--- src/hdl/tcw_pkg.sv ---
// tcw_pkg: geometry, character codes, word types and codes shared by the
// text console writer modules
// depends on nothing
package tcw_pkg;

  // screen geometry
  localparam int COLUMNS = 80;
  localparam int ROWS    = 25;
  localparam int CELLS   = COLUMNS * ROWS;
  localparam int COL_W   = $clog2(COLUMNS);
  localparam int ROW_W   = $clog2(ROWS);
  localparam int CELL_W  = $clog2(CELLS);

  // character codes
  localparam logic [7:0] CH_NEWLINE    = 8'd10;
  localparam logic [7:0] CH_BLANK_HERE = 8'd8;
  localparam logic [7:0] CH_ERROR      = 8'd69;
  localparam logic [7:0] CH_SPACE      = 8'd32;

  // register reset values
  localparam logic [7:0] DEF_ATTR_RST = 8'd15;
  localparam logic [7:0] ERR_ATTR_RST = 8'd244;

  // operation codes of an input word
  localparam logic [1:0] OP_PUT       = 2'd0;
  localparam logic [1:0] OP_BACKSPACE = 2'd1;
  localparam logic [1:0] OP_READ      = 2'd2;
  localparam logic [1:0] OP_NOP       = 2'd3;

  // configuration register indexes
  localparam int CFG_IDX_W  = 1;
  localparam int CFG_DATA_W = 8;
  localparam logic [CFG_IDX_W-1:0] CFG_DEFAULT_ATTR = 1'b0;
  localparam logic [CFG_IDX_W-1:0] CFG_ERROR_ATTR   = 1'b1;

  typedef struct packed {
    logic [1:0] operation;
    logic [7:0] char_code;
    logic [7:0] attribute;
    logic       use_cursor;
    logic [7:0] column;
    logic [7:0] line;
  } in_word_t;

  typedef struct packed {
    logic [6:0] cursor_column;
    logic [4:0] cursor_row;
    logic       coord_error;
    logic       scrolled;
    logic [7:0] cell_char;
    logic [7:0] cell_attribute;
  } out_word_t;

  typedef struct packed {
    logic [7:0] attr;
    logic [7:0] ch;
  } cell_t;

  localparam cell_t CELL_RST = {DEF_ATTR_RST, CH_SPACE};

  // classified command passed from front to back
  typedef enum logic [2:0] {
    K_PUT,
    K_NEWLINE,
    K_BLANK,
    K_BACKSPACE,
    K_ERR_PUT,
    K_READ,
    K_ERR_READ,
    K_NOP
  } cmd_kind_t;

  typedef struct packed {
    cmd_kind_t        kind;
    logic             use_cursor;
    logic [COL_W-1:0] col;
    logic [ROW_W-1:0] row;
    logic [7:0]       ch;
    logic [7:0]       attr;
  } cmd_t;

  typedef enum logic [2:0] {
    ST_CLEAR,
    ST_IDLE,
    ST_EXEC,
    ST_READ,
    ST_SCROLL
  } back_state_t;

endpackage

--- src/hdl/tcw_cmdq.sv ---
// tcw_cmdq: two-word command queue between front and back
// depends on tcw_pkg
module tcw_cmdq (
  input  logic          clk,
  input  logic          rst_n,
  input  logic          push,
  input  tcw_pkg::cmd_t push_cmd,
  input  logic          pop,
  output tcw_pkg::cmd_t head,
  output logic          full,
  output logic          empty
);
  import tcw_pkg::*;

  cmd_t       slot_r [2];
  logic       wp_r;
  logic       rp_r;
  logic [1:0] cnt_r;
  logic [1:0] cnt_nxt;

  assign full  = (cnt_r == 2'd2);
  assign empty = (cnt_r == 2'd0);
  assign head  = slot_r[rp_r];

  always_comb begin
    cnt_nxt = cnt_r;
    case ({push, pop})
      2'b10:   cnt_nxt = cnt_r + 2'd1;
      2'b01:   cnt_nxt = cnt_r - 2'd1;
      default: cnt_nxt = cnt_r;
    endcase
  end

  always_ff @(posedge clk) begin
    if (!rst_n) begin
      wp_r  <= 1'b0;
      rp_r  <= 1'b0;
      cnt_r <= 2'd0;
    end else begin
      cnt_r <= cnt_nxt;
      if (push) wp_r <= ~wp_r;
      if (pop) rp_r <= ~rp_r;
    end
  end

  always_ff @(posedge clk) begin
    if (push) slot_r[wp_r] <= push_cmd;
  end

endmodule

--- config.mk ---
export PLATFORM = sky130hd
export DESIGN_NAME = tcw_cmdq
export DESIGN_NICKNAME = d
export VERILOG_FILES = /design/src/hdl/tcw_pkg.sv /design/src/hdl/tcw_cmdq.sv
export SDC_FILE = /design/constraint.sdc
export NUM_CORES = 1
export LEC_CHECK = 0
export ABC_AREA = 1
export BUFFER_PORTS_ARGS = -buffer_cell sky130_fd_sc_hd__buf_4
export CAP_MARGIN = 20
export CORE_MARGIN = 4
export CORE_UTILIZATION = 37
export CTS_CLUSTER_SIZE = 30
export DETAILED_ROUTE_END_ITERATION = 10
export PLACE_DENSITY = 0.64
export SLEW_MARGIN = 40
export SYNTH_ARGS = -nofsm -noshare
export SYNTH_HDL_FRONTEND = slang
export SYNTH_SLANG_ARGS = --single-unit
--- constraint.sdc ---
create_clock -name clk -period 2.35 [get_ports clk]
set_input_delay 0 -clock clk [delete_from_list [all_inputs] [get_ports clk]]
set_output_delay 0 -clock clk [all_outputs]
set_load 0.05 [all_outputs]
**After elaboration in Yosys (flattened, before gate mapping)**

Memories as Yosys holds them, arrays and structs flattened. A register that Yosys moved wholly into a read port is not among the register bits.
Cells that the tools add are included.

- Flip-flop bits (word level): 4
- Memory bits (writable): 64
- Output and inout bits: 34
- Word-level logic and storage cells: 18
- Memories: 1

- Add/sub/neg operators: 2
- Equal/unequal tests: 3
- Muxes and demuxes: 5
- Bitwise operators: 2
- Reductions and logical operators: 2

Memory list:

| name | depth | width | rd ports | clocked after memory_dff | write ports | line | text |
|---|---|---|---|---|---|---|---|
| slot_r | 2 | 32 | 1 | 1 | 1 | tcw_cmdq.sv:15 | `cmd_t slot_r [2];` |

Operators by type and width:

| cell | count |
|---|---|
| $eq A2 B2 Y1 const B | 2 |
| $mux W1 | 4 |
| $pmux W2 S2 | 1 |
| $add A2 B1 Y2 const B | 1 |
| $eq A2 B1 Y1 const B | 1 |
| $logic_not A2 Y1 | 1 |
| $not A1 Y1 | 2 |
| $reduce_bool A2 Y1 | 1 |
| $sub A2 B1 Y2 const B | 1 |

**Logic depth before layout (Yosys ltp)**

- Depth after elaboration: 3
- Depth in mapped cells: 7

**Worst setup path before layout**

OpenSTA, ideal clock, no wires.

- Path kind: register to register
- From: register wp_r
- To: memory slot_r[0][0] (netlist name) (enable)
- Data arrival time: 1677 ps
- Setup slack: 252 ps
- Stages on the path, launching flop included: 2
- Clock period less this slack: 2098 ps
- Path through: dfxtp_1 -> nor2_1

RTL lines:

| what | line | text |
|---|---|---|
| from (decl) | tcw_cmdq.sv:16 | `logic wp_r;` |
| from (signal assigned) | tcw_cmdq.sv:41 | `if (push) wp_r <= ~wp_r;` |
| to (decl) | tcw_cmdq.sv:15 |  |

Straight into the memory's write port.

==> reports/summary.txt <==
Worst-path clk slew: 0.07 ns
Syn_area_per_cell: 19.9 um^2
Mapped cell area: 2690 um^2
PD cells: 770 nW/um^2
Antenna Nets Post-Route: 0
Synth Register Bits: 69
Die Width: 93.3 um
CP Cell Sequence: buf_4 > mux2_4 > buf_4
Final hold vios: 0
IO buf count: 69
Worst EP required: 2.35 ns
First-pass GRT wire length: 7670 um
Cell Count Post-Placement: 300
Initial DRT Pass Iterations: 4
Post-Synthesis Cells: 135
Status: finished clean
Initial antenna violation count: 0
Sequential share of the synthesized area: 0.751
Non-Filler Instances: 352
DR vias/cell: 4.22
Synth Area in Simple Gates: 0.0302
Die ar.: 8710 um^2
Post-DP HPWL: 3040 um
Remaining DRCs: 0
Critical Path Sink Type: primary output
Die height: 93.3 um
Leakage: 0.00158 uW
Vias in the first global route: 1569
Share of layout cells above drive strength 1: 0.469
CTS tree: yes
Vias post-DR: 1485
Cts repair resizes: 0
Clock Root Buffer: clkbuf_8
CP peak stage delay: 0.47 ns
Tcrit/Tclk final: 0.690
Final clock skew: 0.00593 ns
Yosys cell types: 13
Row cnt: 30
Critical path peak fanout: 12
Antenna diodes: 0
Setup TNS: 0 ns
Xor/xnor cell area share of the yosys netlist: 0
Fillers: 575
Ys Warns: 0
Clk sink count: 69
Total Wirelength: 4870 um
GRT Residual Overflow: 0
CTS buffer count: 9
Area delta synth->final: 44.0%
WL per Instance: 13.8 um
Worst skew pair latency: 0.32 ns
I/O pins: 70
Worst hold path type: input port to flop
F_max: 0.617 GHz
Longest Clk Path Bufs: 2
DRT iter0 DRCs: 35
Compound-Gate Fraction of Synth Area: 0.00372
Largest family of logic cells by synthesized area: multiplexers
Peak supply drop: 0.000608 V
Portion of netlist area occupied by mux cells: 0.176
CTS H-Tree Depth: 3
Worst-Margin Slew: 0.449 ns
Final core utilization: 0.558
Startpoint Class: flop
Core Area: 6940 um^2
Worst path slowest cell: dfxtp_2
Min cycle time layout: 1.62 ns
Worst Path Arrival: 1.62 ns
Largest net degree at the start of global routing: 33
CP dominant cell by count: buf_4
Crit Path Class: flop to primary output
GRT Total Usage: 0.118
Nets@finish: 288
Setup Viol. Count Final: 0
Max_slew headroom: 0.701
Max-Cap Viols: 0
Slew Viols, Final: 0
Syn Nets: 172
Most common cell after layout, fill and taps aside: buf_4
GPL Wtd Cong: 0.646
Commonest non-fill, non-tap cells in the layout: buf_4, edfxtp_1, dlygate4sd3_1
Initial Util: 0.388
RSZ-0062 raised after global routing: false
Post-Synth Adder-Cell Area: 0.00465
logic make-up after synthesis:
group,count (synthesis)
flops,69
mux,32
simple gates,21
buf+inv,10
compound gates,2
fa+ha+maj,1
metrics by stage:
step                      hold WS (ns)  worst slack (ns)  power (uW)  area [um^2]
final                            0.395             0.729        2990         3880
after floorplan                 0.0989             0.252        1830         2690
after detailed placement         0.188              1.04        1980         3310
after CTS                        0.377             0.684        3030         3880
after global routing             0.386             0.633        3110         3880
after global placement           0.186              1.06        1970         3310
flip-flops by register name, summed over array words and instances, names as in the netlist, named ones only:
| signal | flops |
|---|---|
| wp_r | 1 |
| rp_r | 1 |
| slot_r | 64 |
| cnt_r | 2 |
synthesized netlist by cell type (all sizes together):
| cell | count | area, um^2 |
|---|---|---|
| a21oi | 1 | 5.00 |
| buf | 4 | 71.3 |
| dfxtp | 5 | 100 |
| edfxtp | 64 | 1920 |
| ha | 1 | 12.5 |
| inv | 6 | 22.5 |
| mux2 | 32 | 473 |
| nand2 | 8 | 30.0 |
| nand4 | 1 | 6.26 |
| nor2 | 12 | 45.0 |
| o21ai | 1 | 5.00 |
path summary, 6_finish.rpt:
check,from,to,slack [ns],cells past startpoint
worst min register to register,rp_r,rp_r,0.50,2
worst min-delay path,push_cmd[5],slot_r[1][5],0.40,2
worst max-delay path,flop,head[1],0.73,3
worst max register to register,wp_r,slot_r[1][23],1.07,3
per-layer routing:
metal,wire (um),track usage,up-vias,share of wire
met5,0,0,-,0
met4,96,0.0733,0,0.020
met3,207,0.0225,8,0.042
met2,2570,0.200,39,0.53
met1,2000,0.138,702,0.41
li1,-,-,736,-
where the power goes:
group	leakage (uW)	switching [uW]	internal [uW]
clock	0.000105	403	587
combinational	0.000828	316	238
sequential	0.000643	24.5	1420
cell type report:
| type | instances | area, um^2 | area share |
|---|---|---|---|
| Sequential cell | 69 | 2020 | 0.522 |
| Inverter | 6 | 22.5 | 0.00581 |
| Tap cell | 96 | 120 | 0.0310 |
| Clock inverter | 6 | 77.6 | 0.0200 |
| Clock buffer | 10 | 128 | 0.0329 |
| Timing Repair Buffer | 109 | 921 | 0.238 |
| Multi-Input combinational cell | 56 | 584 | 0.151 |
critical path: cells and delay by family (launching register included):
family                 cells  cell delay [ns]
muxes                      1             0.33
buffers and inverters      2             0.49
DFF                        1             0.47
repair_timing:
| action | 4_1_cts | 5_1_grt |
|---|---|---|
| setup buffers | 0 | 0 |
| hold endpoints to repair | 69 | 0 |
| hold buffers | 36 | 0 |
Note: power is estimated with default switching activity, not from simulation.
