**src/hdl/tcw_pkg.sv**
```systemverilog
// tcw_pkg: geometry, character codes, word types and codes shared by the
// text console writer modules
// depends on nothing
package tcw_pkg;

  // screen geometry
  localparam int COLUMNS = 80;
  localparam int ROWS    = 25;
  localparam int CELLS   = COLUMNS * ROWS;
  localparam int COL_W   = $clog2(COLUMNS);
  localparam int ROW_W   = $clog2(ROWS);
  localparam int CELL_W  = $clog2(CELLS);

  // character codes
  localparam logic [7:0] CH_NEWLINE    = 8'd10;
  localparam logic [7:0] CH_BLANK_HERE = 8'd8;
  localparam logic [7:0] CH_ERROR      = 8'd69;
  localparam logic [7:0] CH_SPACE      = 8'd32;

  // register reset values
  localparam logic [7:0] DEF_ATTR_RST = 8'd15;
  localparam logic [7:0] ERR_ATTR_RST = 8'd244;

  // operation codes of an input word
  localparam logic [1:0] OP_PUT       = 2'd0;
  localparam logic [1:0] OP_BACKSPACE = 2'd1;
  localparam logic [1:0] OP_READ      = 2'd2;
  localparam logic [1:0] OP_NOP       = 2'd3;

  // configuration register indexes
  localparam int CFG_IDX_W  = 1;
  localparam int CFG_DATA_W = 8;
  localparam logic [CFG_IDX_W-1:0] CFG_DEFAULT_ATTR = 1'b0;
  localparam logic [CFG_IDX_W-1:0] CFG_ERROR_ATTR   = 1'b1;

  typedef struct packed {
    logic [1:0] operation;
    logic [7:0] char_code;
    logic [7:0] attribute;
    logic       use_cursor;
    logic [7:0] column;
    logic [7:0] line;
  } in_word_t;

  typedef struct packed {
    logic [6:0] cursor_column;
    logic [4:0] cursor_row;
    logic       coord_error;
    logic       scrolled;
    logic [7:0] cell_char;
    logic [7:0] cell_attribute;
  } out_word_t;

  typedef struct packed {
    logic [7:0] attr;
    logic [7:0] ch;
  } cell_t;

  localparam cell_t CELL_RST = {DEF_ATTR_RST, CH_SPACE};

  // classified command passed from front to back
  typedef enum logic [2:0] {
    K_PUT,
    K_NEWLINE,
    K_BLANK,
    K_BACKSPACE,
    K_ERR_PUT,
    K_READ,
    K_ERR_READ,
    K_NOP
  } cmd_kind_t;

  typedef struct packed {
    cmd_kind_t        kind;
    logic             use_cursor;
    logic [COL_W-1:0] col;
    logic [ROW_W-1:0] row;
    logic [7:0]       ch;
    logic [7:0]       attr;
  } cmd_t;

  typedef enum logic [2:0] {
    ST_CLEAR,
    ST_IDLE,
    ST_EXEC,
    ST_READ,
    ST_SCROLL
  } back_state_t;

endpackage

```
**src/hdl/tcw_front.sv**
```systemverilog
// tcw_front: configuration registers and classification of input words
// depends on tcw_pkg
module tcw_front (
  input  logic                           clk,
  input  logic                           rst_n,
  input  tcw_pkg::in_word_t              in_data,
  input  logic                           cfg_we,
  input  logic [tcw_pkg::CFG_IDX_W-1:0]  cfg_index,
  input  logic [tcw_pkg::CFG_DATA_W-1:0] cfg_data,
  output tcw_pkg::cmd_t                  cmd
);
  import tcw_pkg::*;

  logic [7:0] def_attr_r;
  logic [7:0] err_attr_r;
  logic       pos_ok;
  logic [7:0] attr_eff;

  always_ff @(posedge clk) begin
    if (!rst_n) begin
      def_attr_r <= DEF_ATTR_RST;
      err_attr_r <= ERR_ATTR_RST;
    end else if (cfg_we) begin
      unique case (cfg_index)
        CFG_DEFAULT_ATTR: def_attr_r <= cfg_data;
        CFG_ERROR_ATTR:   err_attr_r <= cfg_data;
      endcase
    end
  end

  assign pos_ok   = in_data.use_cursor ||
                    ((in_data.column < 8'(COLUMNS)) && (in_data.line < 8'(ROWS)));
  assign attr_eff = (in_data.attribute == 8'd0) ? def_attr_r : in_data.attribute;

  always_comb begin
    cmd.kind       = K_NOP;
    cmd.use_cursor = in_data.use_cursor;
    cmd.col        = COL_W'(in_data.column);
    cmd.row        = ROW_W'(in_data.line);
    cmd.ch         = in_data.char_code;
    cmd.attr       = attr_eff;
    unique case (in_data.operation)
      OP_PUT: begin
        if (!pos_ok) begin
          // error mark goes into the last cell
          cmd.kind = K_ERR_PUT;
          cmd.ch   = CH_ERROR;
          cmd.attr = err_attr_r;
        end else if (in_data.char_code == CH_NEWLINE) begin
          cmd.kind = K_NEWLINE;
        end else if (in_data.char_code == CH_BLANK_HERE) begin
          cmd.kind = K_BLANK;
          cmd.ch   = CH_SPACE;
        end else begin
          cmd.kind = K_PUT;
        end
      end
      OP_BACKSPACE: begin
        cmd.kind = K_BACKSPACE;
        cmd.ch   = CH_SPACE;
        cmd.attr = def_attr_r;
      end
      OP_READ: begin
        cmd.kind = pos_ok ? K_READ : K_ERR_READ;
      end
      OP_NOP: begin
        cmd.kind = K_NOP;
      end
    endcase
  end

endmodule

```
**config.mk**
```make
export PLATFORM = sky130hd
export DESIGN_NAME = tcw_front
export DESIGN_NICKNAME = d
export VERILOG_FILES = /design/src/hdl/tcw_pkg.sv /design/src/hdl/tcw_front.sv
export SDC_FILE = /design/constraint.sdc
export NUM_CORES = 1
export LEC_CHECK = 0
export ABC_AREA = 1
export BUFFER_PORTS_ARGS = -buffer_cell sky130_fd_sc_hd__buf_2
export CAP_MARGIN = 20
export CORE_UTILIZATION = 45
export CTS_BUF_LIST = sky130_fd_sc_hd__clkbuf_8
export DETAILED_ROUTE_END_ITERATION = 10
export PLACE_DENSITY = 0.83
export SKIP_LAST_GASP = 1
export SLEW_MARGIN = 15
export SYNTH_ARGS = -nofsm -noshare
export SYNTH_HDL_FRONTEND = slang
export SYNTH_SLANG_ARGS = --single-unit
```
**constraint.sdc**
```tcl
create_clock -name clk -period 1.5 [get_ports clk]
set_input_delay 0.225 -clock clk [delete_from_list [all_inputs] [get_ports clk]]
set_output_delay 0.225 -clock clk [all_outputs]
set_load 0.01 [all_outputs]
```
# == After elaboration in Yosys (flattened, before gate mapping) ==
# Cells that the tools add are included.
# totals
regBits,16
output_inout_bits,32
input_bits,47
# op_classes
muxes,11
n_lt_le_gt_ge,2
n_eq_ne,5
n_reduce_logical,6
bitwise_logic,1
# ops
operator,count
8-bit 2-to-1 mux,5
16-bit case mux with 2 select lines,1
8-bit by 4-bit == test with 1-bit output (second input constant),2
3-bit case mux with 4 select lines,1
8-bit logical NOT,1
8-bit by 5-bit less-than comparator with 1-bit output (second input constant),1
8-bit by 7-bit less-than comparator with 1-bit output (second input constant),1
2-bit 2-to-1 mux,3
2-bit == test (second input constant),2
2-bit AND reduction,2
3-bit 2-to-1 mux,1
2-bit by 1-bit == test with 1-bit output (second input constant),1
2-bit logical NOT,1
1-bit logical AND,1
1-bit logical OR,1
1-bit inverter,1

# == Depth between registers and ports, before layout ==
# logic_depth
depth_word,5
ltp_mapped,9
mapped_depth_nobuf,9

# == Worst setup path after synthesis ==
# OpenSTA, ideal clock, no wires.
# synth_timing
path_type,in2out
start,input port in_data[15] (netlist bit)
end,output port cmd[11] (netlist bit)
path_stages,7
t_arrival_ps,968
n_path_buf,0
path_slack_ps,307
cell_sequence,nor2_1 nand2_1 nor2_2 nand2_4 nand2_2 nand2_1 a21oi_1
# synth_rtl
element,line_no,source
"start, declared",tcw_front.sv:6,"input tcw_pkg::in_word_t in_data,"
"end, declared",tcw_front.sv:10,output tcw_pkg::cmd_t cmd

==> impl_summary.txt <==
----------------------------------------------------
[Floorplanning]
  Starting Density ... 0.472
  Die width ... 55.8 µm
  Io pins ... 79
  Standard cell core area ... 2760 µm²
  Row count ... 19
  Vertical extent of the die ... 55.8 µm
  Total die area ... 3110 µm²

[Run status]
  Run status ... complete, no violations

[Global routing]
  Pin count of the biggest net entering global routing ... 17
  Sum of overflow across all layers after global routing ... 0
  Vias in the first global route ... 1275
  First-pass GRT wire length ... 5150 µm
  Met1 track demand over resource ... 0.234
  Met3 demand-to-capacity share in global routing ... 0.0326
  All-layer global routing usage ... 0.206
  Antenna violations before repair ... 0
  Global routing met2 resource utilization ... 0.387
  Global routing's busiest layer ... met2

[Clock tree]
  Root buffer cell ... clkbuf_8
  Number of clock sinks ... 16
  Number of buffers created by CTS ... 3
  CTS tree ... yes
  Hold_buf cts ... 0
  Source-to-sink clock delay at the later pin of the worst-skew pair ... 0.25 ns
  Clock Path Buffers ... 2
  Number of H-tree levels ... 1
  Clock input transition at the sequential cells of the worst setup and hold paths ... 0.06 ns

[Synth]
  Number of warnings printed during yosys synthesis ... 0
  Post-synthesis cell type count ... 22
  Synthesized net count ... 254
  Mapped Area ... 1300 µm²
  Sequential fraction of the synthesis area ... 0.246
  Leading cell types by total area after synthesis ... dfxtp_1 (25%), nand2_1 (16%), nand3_2 (11%), nor2_1 (8.9%), buf_4 (7.5%)
  Fraction of post-synthesis cell area in the top cell type by area ... 0.246
  Synthesized netlist cell count ... 207
  Flop and latch count out of synthesis ... 16
  Mean area per synthesized cell ... 6.29 µm²
  Most area-hungry cell type in the Yosys netlist ... dfxtp_1

[Power]
  Peak supply drop ... 0.696 mV
  Final Power ... 1.23 mW
  Cell Pwr Density ... 715 nW/µm²
  Leakage power ... 0.995 nW

[Layout]
  NumNets Final ... 321
  Layout cell share with drive strength beyond 1 ... 0.407
  Antenna diodes ... 0
  Growth of design area from synthesis to finish ... 32.7%
  Share of the core filled with cells ... 0.626

[Setup path]
  Kind of critical path ... input port to primary output
  Element type at the critical path start ... input port
  Crit path required time ... 1.27 ns
  Worst Path Arrival ... 1.19 ns
  Critical path fanouts, max ... 8
  R2R cell count ... 2
  Worst Setup End Kind ... primary output

[Timing]
  Slew HR ... 0.832
  Final worst path period need ... 1.41 ns
  Number of hold-slack violations in the final timing report ... 0
  # setup viols final ... 0
  Worst Hold Margin ... 0.192 ns
  Max Slew Vio Count ... 0
  Setup skew after layout ... 0 ns
  Fraction of the cycle the final worst path needs ... 0.941
  Setup repair after global routing missed its margin ... yes
  Actual transition at the worst max-transition pin ... 0.252 ns
  Fmax ... 0.709 GHz

[Placement]
  HPWL after detailed placement ... 2460 µm
  Final weighted congestion of routability-driven global placement ... 0.866
  Number of I/O port buffers ... 70

[Detailed routing]
  DRC violation total after the first TritonRoute iteration ... 57
  DRC violation count after routing ... 0
  Post-DR wirelength/cell ... 10.7 µm
  Routed Wire Length ... 3250 µm
  Total via count in the routed design ... 1519
  Vias per cell ... 5.00
  1st-pass router iterations ... 6
  Number of nets with antenna violations after routing ... 0

[Min path]
  Type of the worst min-delay path ... input port to register
  Count of cells along the worst hold path ... 3

[Job]
  Max-cap violations ... 0

----------------------------------------------------
==> per-layer routing <==
layer  share of wire  routed length [µm]
met5               0                   0
met4           0.015                  48
met3           0.072                 233
met2            0.51                1650
met1            0.40                1310
==> sequential cells by signal, summed over array words and instances (netlist names) <==
signal      cells
def_attr_r      8
err_attr_r      8
==> cells in the mapped netlist, drive strengths merged <==
cell and instances:
a21oi 4, a31oi 1, buf 15, clkbuf 1, clkinv 1, dfxtp 16, dlymetal6s2s 1, inv 27
nand2 59, nand3 29, nand4 9, nor2 34, o21ai 10
==> critical path, cell delays in order <==
cell	delay, ns
buf_2	0.11
nor2_2	0.09
nor2_1	0.05
nor2_2	0.13
nand2_4	0.08
buf_4	0.17
nand4_1	0.11
nand3_2	0.10
buf_6	0.13
==> cell families after synthesis <==
family	count (synthesis)	share of synthesized area
buffers and inverters	45	0.195
AO/OA/AOI/OAI	15	0.0587
flip-flops	16	0.246
AND/OR/NAND/NOR	131	0.500
==> cell usage in the layout (no fill, tap or decap), drive strengths merged <==
cell / instances
buf: 79
nand2: 59
nor2: 34
nand3: 29
inv: 27
dfxtp: 16
o21ai: 10
nand4: 9
a21oi: 4
clkbuf: 4
clkinv: 1
a31oi: 1
==> path summary, 6_finish.rpt <==
kind / end / slack, ns / from
setup reg to reg: def_attr_r[6] / 0.82 / def_attr_r[6]
hold / removal: err_attr_r[2] / 0.19 / cfg_data[2]
setup / recovery: cmd[2] / 0.09 / in_data[13]
hold reg to reg: err_attr_r[6] / 0.48 / err_attr_r[6]
==> area by class of cell <==
cell class | instances | area, µm²
Tap cell | 31 | 38.8
Clock buffer | 4 | 55.1
Multi-Input combinational cell | 146 | 754
Sequential cell | 16 | 320
Inverter | 28 | 105
Fill cell | 283 | 1030
Timing Repair Buffer | 79 | 453
==> timing repair <==
item,4_1_cts,5_1_grt
endpoints found under the setup margin,0,11
hold endpoints to repair,0,0
resized for setup,0,14
setup buffers,0,3
==> through the flow <==
stage	area, µm²	setup WS (ns)	setup TNS [ns]	instances
floorplan	1300	0.307	0	207
global placement	1590	0.0511	0	297
detailed placement	1590	0.0231	0	297
CTS	1640	0.0192	0	301
global route	1730	-0.00306	-0.00306	304
finish	1730	0.0889	0	304
==> report_power, final <==
part / internal, mW / total, mW / switching, mW / leakage, nW
sequential: 0.454 / 0.472 / 0.0183 / 0.132
clock: 0.233 / 0.386 / 0.153 / 0.0288
combinational: 0.170 / 0.375 / 0.206 / 0.834
No activity file was read; power rests on OpenSTA's default activity.
